**config.mk**
```make
export PLATFORM = sky130hd
export DESIGN_NAME = masked_byte_ssd_accumulator
export DESIGN_NICKNAME = d
export VERILOG_FILES = /design/src/rtl/core/mbssd_pkg.sv /design/src/rtl/core/mbssd_lane.sv /design/src/rtl/core/mbssd_merge.sv /design/src/rtl/core/masked_byte_ssd_accumulator.sv
export SDC_FILE = /design/constraint.sdc
export NUM_CORES = 2
export LEC_CHECK = 0
export ABC_AREA = 1
export BUFFER_PORTS_ARGS = -buffer_cell sky130_fd_sc_hd__buf_4
export CORE_MARGIN = 8
export CORE_UTILIZATION = 50
export DETAILED_ROUTE_END_ITERATION = 8
export PLACE_DENSITY_LB_ADDON = 0.05
export SETUP_SLACK_MARGIN = 0.15
export SLEW_MARGIN = 20
export SYNTH_ARGS = -nofsm -noshare
export SYNTH_HDL_FRONTEND = slang
export SYNTH_HIERARCHICAL = 1
export SYNTH_SLANG_ARGS = --single-unit
export TNS_END_PERCENT = 1
```
**constraint.sdc**
```tcl
create_clock -name aclk -period 14.2 [get_ports aclk]
set_input_delay 2.13 -clock aclk [delete_from_list [all_inputs] [get_ports aclk]]
set_output_delay 2.13 -clock aclk [all_outputs]
set_load 0.05 [all_outputs]
```
**src/rtl/core/mbssd_pkg.sv**
```systemverilog
// Package for the masked byte SSD accumulator: lane geometry, field widths,
// configuration register indexes and the structs shared by the core modules.
// No dependencies.
`timescale 1ns / 1ps

package mbssd_pkg;

    // lane geometry and field widths
    localparam int LANES      = 8;
    localparam int PIX_W      = 8;
    localparam int DATA_W     = LANES * PIX_W;
    localparam int COUNT_W    = 4;
    localparam int SQ_W       = 2 * PIX_W;
    localparam int GROUP_W    = SQ_W + $clog2(LANES + 1);
    localparam int ACC_W      = 64;
    localparam int CFG_IDX_W  = 2;
    localparam int CFG_DATA_W = 8;

    typedef logic [PIX_W-1:0]   pixel_t;
    typedef logic [SQ_W-1:0]    square_t;
    typedef logic [GROUP_W-1:0] group_sum_t;
    typedef logic [ACC_W-1:0]   acc_t;

    // configuration register indexes
    typedef enum logic [CFG_IDX_W-1:0] {
        CFG_MASK_ENABLE = 2'd0,
        CFG_MASK_INDEX  = 2'd1
    } cfg_index_t;

    // configuration seen by every lane
    typedef struct packed {
        logic   mask_enable;
        pixel_t mask_index;
    } cfg_t;

    // control of the beat held in the lane stage
    typedef struct packed {
        logic valid;
        logic last;
    } beat_ctrl_t;

endpackage

```
**src/rtl/core/mbssd_lane.sv**
```systemverilog
// One pixel lane: mask test, absolute difference and square, registered.
// Depends on mbssd_pkg.
`timescale 1ns / 1ps

module mbssd_lane (
    input  logic              aclk,
    input  logic              load,
    input  mbssd_pkg::cfg_t   cfg,
    input  logic              lane_on,
    input  mbssd_pkg::pixel_t a_pix,
    input  mbssd_pkg::pixel_t b_pix,
    input  mbssd_pkg::pixel_t mask_pix,
    output mbssd_pkg::square_t square
);

    mbssd_pkg::pixel_t  diff;
    logic               counts;
    mbssd_pkg::square_t square_next;
    mbssd_pkg::square_t square_reg;

    // decide whether the lane contributes
    assign counts = lane_on && (!cfg.mask_enable || (mask_pix == cfg.mask_index));

    // square the absolute difference, zero for a dropped lane
    always_comb begin
        diff        = (a_pix >= b_pix) ? (a_pix - b_pix) : (b_pix - a_pix);
        square_next = counts ? (mbssd_pkg::SQ_W'(diff) * mbssd_pkg::SQ_W'(diff)) : '0;
    end

    // hold the square until the next accepted beat
    always_ff @(posedge aclk) begin
        if (load) begin
            square_reg <= square_next;
        end
    end

    assign square = square_reg;

endmodule

```
**src/rtl/core/mbssd_merge.sv**
```systemverilog
// Merge stage: sums the lane squares of a beat, accumulates the region total
// and holds the result beat in the output register. Depends on mbssd_pkg.
`timescale 1ns / 1ps

module mbssd_merge (
    input  logic                                        aclk,
    input  logic                                        aresetn,
    input  mbssd_pkg::beat_ctrl_t                       s1,
    input  mbssd_pkg::square_t [mbssd_pkg::LANES-1:0]   squares,
    output logic                                        s1_ready,
    input  logic                                        m_ready,
    output logic                                        m_valid,
    output mbssd_pkg::acc_t                             m_total
);

    mbssd_pkg::group_sum_t group_sum_next;
    mbssd_pkg::group_sum_t s2_sum_reg;
    logic                  s2_valid_reg, s2_valid_next;
    logic                  s2_last_reg;
    mbssd_pkg::acc_t       acc_reg, acc_next;
    mbssd_pkg::acc_t       acc_sum;
    logic                  m_valid_reg, m_valid_next;
    mbssd_pkg::acc_t       m_total_reg;
    logic                  out_free;
    logic                  s2_go;
    logic                  s2_load;

    // add the lane squares of one beat
    always_comb begin
        group_sum_next = '0;
        for (int i = 0; i < mbssd_pkg::LANES; i++) begin
            group_sum_next = group_sum_next + mbssd_pkg::GROUP_W'(squares[i]);
        end
    end

    // advance the sum stage when the accumulator can take its beat
    assign out_free = !m_valid_reg || m_ready;
    assign s2_go    = s2_valid_reg && (!s2_last_reg || out_free);
    assign s1_ready = !s2_valid_reg || s2_go;
    assign s2_load  = s1.valid && s1_ready;

    always_comb begin
        s2_valid_next = s2_valid_reg;
        if (s2_load) begin
            s2_valid_next = 1'b1;
        end else if (s2_go) begin
            s2_valid_next = 1'b0;
        end
    end

    // accumulate, emit and clear on the last beat
    assign acc_sum = acc_reg + mbssd_pkg::ACC_W'(s2_sum_reg);

    always_comb begin
        acc_next     = acc_reg;
        m_valid_next = m_valid_reg;
        if (m_ready) begin
            m_valid_next = 1'b0;
        end
        if (s2_go) begin
            if (s2_last_reg) begin
                acc_next     = '0;
                m_valid_next = 1'b1;
            end else begin
                acc_next = acc_sum;
            end
        end
    end

    always_ff @(posedge aclk) begin
        if (!aresetn) begin
            s2_valid_reg <= 1'b0;
            acc_reg      <= '0;
            m_valid_reg  <= 1'b0;
        end else begin
            s2_valid_reg <= s2_valid_next;
            acc_reg      <= acc_next;
            m_valid_reg  <= m_valid_next;
        end
    end

    // payload registers
    always_ff @(posedge aclk) begin
        if (s2_load) begin
            s2_sum_reg  <= group_sum_next;
            s2_last_reg <= s1.last;
        end
        if (s2_go && s2_last_reg) begin
            m_total_reg <= acc_sum;
        end
    end

    assign m_valid = m_valid_reg;
    assign m_total = m_total_reg;

endmodule

```
**src/rtl/core/masked_byte_ssd_accumulator.sv**
```systemverilog
// Top level of the masked byte SSD accumulator: configuration registers,
// lane stage control, LANES lane instances and the merge stage.
// Depends on mbssd_pkg, mbssd_lane and mbssd_merge.
//
//   channel  direction  handshake          payload
//   s_       in         s_valid / s_ready  s_a_pixels s_b_pixels s_mask_bytes
//                                          s_lane_count s_last
//   m_       out        m_valid / m_ready  m_total
//   cfg_     in         cfg_we             cfg_index cfg_wdata
//
// One beat is accepted every cycle while s_ready is high. A beat marked last
// shows its total on m_valid after it passes the lane squares, group sum and accumulate steps.
// aresetn (synchronous) clears the accumulator, both registers and all valids.
// A stall on m_ready backs up only behind a waiting last beat; beats that are
// not last keep flowing into the accumulator while the result waits.
`timescale 1ns / 1ps

module masked_byte_ssd_accumulator (
    input  logic                                aclk,
    input  logic                                aresetn,
    input  logic                                s_valid,
    output logic                                s_ready,
    input  logic [mbssd_pkg::DATA_W-1:0]        s_a_pixels,
    input  logic [mbssd_pkg::DATA_W-1:0]        s_b_pixels,
    input  logic [mbssd_pkg::DATA_W-1:0]        s_mask_bytes,
    input  logic [mbssd_pkg::COUNT_W-1:0]       s_lane_count,
    input  logic                                s_last,
    output logic                                m_valid,
    input  logic                                m_ready,
    output logic [mbssd_pkg::ACC_W-1:0]         m_total,
    input  logic                                cfg_we,
    input  logic [mbssd_pkg::CFG_IDX_W-1:0]     cfg_index,
    input  logic [mbssd_pkg::CFG_DATA_W-1:0]    cfg_wdata
);

    mbssd_pkg::cfg_t                            cfg_reg, cfg_next;
    logic                                       s1_valid_reg, s1_valid_next;
    logic                                       s1_last_reg;
    logic                                       s1_ready;
    logic                                       s_fire;
    mbssd_pkg::beat_ctrl_t                      s1_ctrl;
    mbssd_pkg::square_t [mbssd_pkg::LANES-1:0]  squares;
    logic [mbssd_pkg::LANES-1:0]                lane_on;

    // configuration writes
    always_comb begin
        cfg_next = cfg_reg;
        if (cfg_we) begin
            case (cfg_index)
                mbssd_pkg::CFG_MASK_ENABLE: cfg_next.mask_enable = cfg_wdata[0];
                mbssd_pkg::CFG_MASK_INDEX:  cfg_next.mask_index  = cfg_wdata[mbssd_pkg::PIX_W-1:0];
                default:                    cfg_next = cfg_reg;
            endcase
        end
    end

    // lane stage handshake
    assign s_ready = !s1_valid_reg || s1_ready;
    assign s_fire  = s_valid && s_ready;

    always_comb begin
        s1_valid_next = s1_valid_reg;
        if (s_fire) begin
            s1_valid_next = 1'b1;
        end else if (s1_ready) begin
            s1_valid_next = 1'b0;
        end
    end

    always_ff @(posedge aclk) begin
        if (!aresetn) begin
            cfg_reg      <= '0;
            s1_valid_reg <= 1'b0;
        end else begin
            cfg_reg      <= cfg_next;
            s1_valid_reg <= s1_valid_next;
        end
    end

    always_ff @(posedge aclk) begin
        if (s_fire) begin
            s1_last_reg <= s_last;
        end
    end

    assign s1_ctrl.valid = s1_valid_reg;
    assign s1_ctrl.last  = s1_last_reg;

    // lanes: a count above LANES enables every lane
    for (genvar i = 0; i < mbssd_pkg::LANES; i++) begin : g_lane
        assign lane_on[i] = (s_lane_count > mbssd_pkg::COUNT_W'(i));

        mbssd_lane u_lane (
            .aclk     (aclk),
            .load     (s_fire),
            .cfg      (cfg_reg),
            .lane_on  (lane_on[i]),
            .a_pix    (s_a_pixels[i*mbssd_pkg::PIX_W +: mbssd_pkg::PIX_W]),
            .b_pix    (s_b_pixels[i*mbssd_pkg::PIX_W +: mbssd_pkg::PIX_W]),
            .mask_pix (s_mask_bytes[i*mbssd_pkg::PIX_W +: mbssd_pkg::PIX_W]),
            .square   (squares[i])
        );
    end

    // merge lanes and accumulate
    mbssd_merge u_merge (
        .aclk     (aclk),
        .aresetn  (aresetn),
        .s1       (s1_ctrl),
        .squares  (squares),
        .s1_ready (s1_ready),
        .m_ready  (m_ready),
        .m_valid  (m_valid),
        .m_total  (m_total)
    );

endmodule

```
# Word-level counts from Yosys, hierarchy flattened

Cells that the tools add are included.

Flip-flop bits (word level): 290

Reduce and logical (&&, ||, !) cells: 34
Multiplexer cells: 16
$lt $le $gt $ge: 16
Add/sub/neg operators: 24
Multipliers: 8
Equality and inequality tests: 9

Operators with widths:

| cell               | number |
|---|---|
| $mul 8x8->16       | 8 |
| $sub 8x8->8        | 16 |
| $add 20x16->20     | 6 |
| $add 64x20->64     | 1 |
| $eq 8x8->1         | 8 |
| $ge 8x8->1         | 8 |
| $mux 64            | 1 |
| $mux 8             | 8 |
| $add 16x16->17     | 1 |
| $gt 4x3->1 const B | 4 |
| $logic_and 1x1->1  | 12 |
| $logic_or 1x1->1   | 12 |
| $gt 4x1->1 const B | 2 |
| $gt 4x2->1 const B | 2 |
| $mux 1             | 7 |
| $logic_not 1->1    | 5 |
| $reduce_and 2->1   | 2 |
| $reduce_bool 2->1  | 2 |
| $eq 2x1->1 const B | 1 |
| $logic_not 2->1    | 1 |

# Longest topological paths before layout

Word-level depth: 8
Gate-level depth with buffers: 32

# By module

Netlist, hierarchy kept.

Modules (own cells, without submodules):

| module                            | sequential area each (sq um) | cells an instance | times used | area each (sq um) |
|---|---|---|---|---|
| mbssd_lane (g_lane[4].u_lane ...) | 450.4                        | 430               | 4          | 3,249.4 |
| mbssd_merge                       | 3,873.7                      | 1,644             | 1          | 12,350.6 |
| mbssd_lane (g_lane[0].u_lane ...) | 450.4                        | 430               | 2          | 3,266.9 |
| mbssd_lane (g_lane[3].u_lane)     | 450.4                        | 431               | 1          | 3,224.3 |
| mbssd_lane (g_lane[1].u_lane)     | 450.4                        | 431               | 1          | 3,206.8 |
| masked_byte_ssd_accumulator       | 230.2                        | 80                | 1          | 530.5 |

# Worst setup path after synthesis

No wires, ideal clock.

Path type: in2reg
From: in m_ready
To: reg g_lane[0].u_lane.square_reg[0] (enable)
Cell stages on the path: 4
Buffers on the path: 0
Data required time: 13,559 ps
Setup slack: 5,405 ps
Data arrival time: 8,154 ps
Setup time: 641 ps
Cells stage by stage: nor2_1 -> nand3_1 -> inv_1 -> a21oi_1

Cells in the longest elaborated chain, start to end: 6

Ends and longest elaborated chain:

| what                 | line                              | text |
|---|---|---|
| from (decl)          | masked_byte_ssd_accumulator.sv:29 | `input logic m_ready,` |
| $logic_or 1x1->1     | mbssd_merge.sv:37                 | `assign out_free = !m_valid_reg \|\| m_ready;` |
| $logic_or 1x1->1     | mbssd_merge.sv:38                 | `assign s2_go = s2_valid_reg && (!s2_last_reg \|\| out_free);` |
| $logic_and 1x1->1    | mbssd_merge.sv:38                 |  |
| $logic_or 1x1->1     | mbssd_merge.sv:39                 | `assign s1_ready = !s2_valid_reg \|\| s2_go;` |
| net s1_ready         | masked_byte_ssd_accumulator.sv:39 | `logic s1_ready;` |
| $logic_or 1x1->1     | masked_byte_ssd_accumulator.sv:58 | `assign s_ready = !s1_valid_reg \|\| s1_ready;` |
| $logic_and 1x1->1    | masked_byte_ssd_accumulator.sv:59 | `assign s_fire = s_valid && s_ready;` |
| to (signal assigned) | mbssd_lane.sv:33                  | `square_reg <= square_next;` |
| to (decl)            | mbssd_lane.sv:19                  | `mbssd_pkg::square_t square_reg;` |

The timed path passes the listed nets, and every way through them passes these cells.
A chain may end at the register's enable or synchronous reset.

# Worst setup path after layout

From: in s_a_pixels[48] (netlist bit)
To: reg g_lane[6].u_lane.square_reg[13] (data pin)

Cells in the longest elaborated chain, start to end: 3
Elaborated cells between the ends (all ways): 5
Classes of those cells: 2 x add/sub; 1 x mul; 1 x order compare; 1 x mux

Ends and longest elaborated chain:

| what                                             | line                              | text |
|---|---|---|
| from (decl)                                      | masked_byte_ssd_accumulator.sv:23 | `input logic [mbssd_pkg::DATA_W-1:0] s_a_pixels,` |
| $sub 8x8->8 / $ge 8x8->1 (equally long branches) | mbssd_lane.sv:26                  | `diff = (a_pix >= b_pix) ? (a_pix - b_pix) : (b_pix - a_pix);` |
| $mux 8 (*)                                       | mbssd_lane.sv:26                  |  |
| $mul 8x8->16 (*)                                 | mbssd_lane.sv:27                  | `square_next = counts ? (mbssd_pkg::SQ_W'(diff) * mbssd_pkg::SQ_W'(diff)) : '0;` |
| to (signal assigned)                             | mbssd_lane.sv:33                  |  |
| to (decl)                                        | mbssd_lane.sv:19                  |  |

Mark *: on every way between the ends. The rest lies on a longest branch, timed or not.

==> summary.md <==
| Metric | Value |
|---|---|
| # diodes | 0 |
| Slew Limit Fails | 0 |
| WP buf/inv | 5 |
| H-tree levels | 2 |
| Mux cell area share after synthesis | 0% |
| Crit path max fanout | 10 |
| Num rows | 102 |
| Drt first pass iters | 6 |
| Fin nets | approximately 6300 |
| WS Path Type | input pin to flop |
| Cts hold-fix bufs | 0 |
| Vias per cell | 4.938 |
| Slew HR | 40.76% |
| CTS resizes | 0 |
| Area after DPL | 0.04175 mm2 |
| Worst hold start | s1_last_reg$_DFFE_PP_ |
| Final min period | 7.069 ns |
| Via count | 31950 |
| CP most frequent cell | fa_1 |
| Status | finished, final reports clean |
| WL per Instance | between 10 and 15 um |
| Async S/R FF share, synth | 0% |
| Synthesized area | 0.03884 mm2 |
| CP required | 14.49 ns |
| Max FFs per register | 120 |
| Worst Setup End Kind | flop |
| Post-route cell area | approximately 0.043 mm2 |
| Ports | 278 |
| Max-Cap Viols | 0 |
| Largest family of logic cells by synthesized area | adder cells |
| RSZ-0062 raised after global routing | false |
| Clk sinks | approximately 280 |
| Clk root buf | clkbuf_16 |
| Clk_skew | 0.02674 ns |
| PortBufs | 277 |
| Die Footprint | 0.08686 mm2 |
| Worst-path cell chain | buf_4 > inv_1 > ha_1 > inv_1 > fa_1 > nand3_1 > nand3_2 > nand2_2 > nand3_4 > o21ai_4 > nor2_1 > fa_1 > inv_1 > fa_1 > fa_1 > fa_1 > inv_1 > ha_1 > a21oi_1 > o21ai_0 > a21oi_1 > o211ai_1 > nor2_1 > nor2_1 |
| Clock buffer depth | 3 |
| Starting Density | 50.31% |
| Synth Area in XOR/XNOR | 5.383% |
| Startpoint types | input pin |
| GRT overflow | 0 |
| Core Region | 0.07721 mm2 |
| Layout cells sized above 1 | 13.04% |
| Synth Area in Adders | 28.18% |
| #FFs+latches synth | approximately 280 |
| Area growth from synthesis to layout | 10.37% |
| Syn Area/Cell | 7.519 um2 |
| CTS Buf Count | 34 |
| Largest net degree at the start of global routing | 65 |
| First-pass GRT wire length | 157500 um |
| Post-route ant nets | 0 |
| DRC violations left | 0 |
| Clock-pin slew on the worst setup and hold paths | 0.06 ns |
| Vias in the first global route | about 32000 |
| Number of setup buffers added after CTS | 0 |
| Unique masters post-synth | between 50 and 60 |
| Gpl congestion | just over 0.9 |
| TritonCTS clock tree | done |
| Crit-path max cell delay | 0.55 ns |
| CP max-delay cell | fa_1 |
| Top FF cell, synth | edfxtp_1 |
| Setup violators final | 0 |
| Die width | 294.7 um |
| Ys Warns | 6 |
| Crit path launch | s_a_pixels[48] |
| Simple-gate area share of the yosys netlist | 27.43% |
| Mapped Nets | 6085 |
| Iteration-0 DRC Markers | 1887 |
| Die H | between 200 and 300 um |
| GRT Util Overall | between 20% and 30% |
| Post-synthesis compound-gate area fraction | 6.880% |
| Hold Vio Cnt, Final | 0 |
| Post-synth EDFFs | 206 |
| Least-Margin Pin Slew | 0.8885 ns |
| Worst-Skew Late Latency | 0.56 ns |
| Arrival time worst endpoint | 7.36 ns |
| HPWL after DPL | between 80000 and 90000 um |
| WL final | 95040 um |
| Hold WC Path Type | flop to flop |
| Fmax | 141.5 MHz |
| Final period util | 49.78% |
| Reg2reg start | g_lane[5].u_lane/square[10]$_SDFFCE_PN0P_ |
| Sequential fraction of the synthesis area | between 10% and 20% |
| Setup tns final | 0 ns |
| CP top delay family | adder cells |
| Initial antenna violation count | 0 |
| Mapped Cells | 5166 |
==> cell families after synthesis <==
logic type                 after synthesis
buffers and inverters                 1195
AOI/OAI and AO/OA                      462
and+or+nand+nor                       2275
other                                    8
adders and majority gates              707
DFF                                    282
xor gates and xnor gates               237
==> placed cells by master (no fill, tap or decap), types with 9 or more instances in the layout <==
master     count
a21oi_1      304
inv_1       1089
a21oi_4        9
or2_2         41
edfxtp_1     206
nand2_1     1167
nor2_1       417
nand3_4       17
inv_2         21
nand2_2      115
nor3_1        21
and2_1        24
nor2_2        21
xnor2_1      113
ha_1         427
nand3_1      278
dfxtp_1       76
buf_4        283
nand4_1       34
clkbuf_16     35
nor3_2        14
o21ai_0       63
nor2_4        40
nand3_2       39
fa_1         280
o211ai_1       9
a31oi_1       25
nand2_4       24
xor2_1       122
==> metrics by stage <==
step                      utilization (%)  worst slack (ns)  hold slack, ns  instances
final                               55.52             7.131          0.4274       6471
after global routing                55.52             6.597          0.4419       6471
after CTS                           55.52             7.142          0.4319       6471
after detailed placement            54.08             6.579          0.4182       6410
after global placement              54.08             6.624          0.4021       6410
after floorplan                         -             5.405          0.4003       5166
==> synthesized netlist by cell type (39+ instances only) <==
master | n | area [um2]
nand3_1 | 278 | 1391
inv_1 | 1091 | 4095
nand2_1 | 1168 | 4384
nor2_4 | 39 | 439.2
a21oi_1 | 305 | 1526
nand2_2 | 114 | 713.2
dfxtp_1 | 76 | 1521
edfxtp_1 | 206 | 6186
nand3_2 | 39 | 390.4
ha_1 | 427 | 5343
xor2_1 | 122 | 1069
or2_2 | 41 | 256.5
xnor2_1 | 113 | 989.7
nor2_1 | 418 | 1569
o21ai_0 | 63 | 315.3
fa_1 | 280 | 5605
==> metal layers <==
metal | routed length [um] | global-route usage, % | part of all wire (%)
met5 | 0 | 0 | 0
met4 | 1610 | 4.081 | 1.7
met3 | 3751 | 2.184 | 3.9
met2 | 46450 | 39.01 | 49
met1 | 43230 | 28.66 | 45
==> final timing paths <==
kind / to / slack (ns) / depth (start not counted)
max: g_lane[6].u_lane/square[13]$_SDFFCE_PN0P_ / 7.13 / 24
min: u_merge/s2_last_reg$_DFFE_PP_ / 0.43 / 0
max reg2reg: u_merge/s2_sum_reg[17]$_DFFE_PP_ / 9.73 / 15
min reg2reg: u_merge/s2_last_reg$_DFFE_PP_ / 0.43 / 0
==> layout make-up <==
cell class                 count  area (um2)
tap                         1040        1301
sequential                   282        7707
clock inverter                20       197.7
timing repair buffer         283        2125
inverter                    1116        4204
clock buffer                  41       918.4
multi-input combinational   3689       26420
fill                        7536       34340
Power is not shown: default switching activity piles up to over one toggle a cycle in this logic, so the estimate is an artifact.
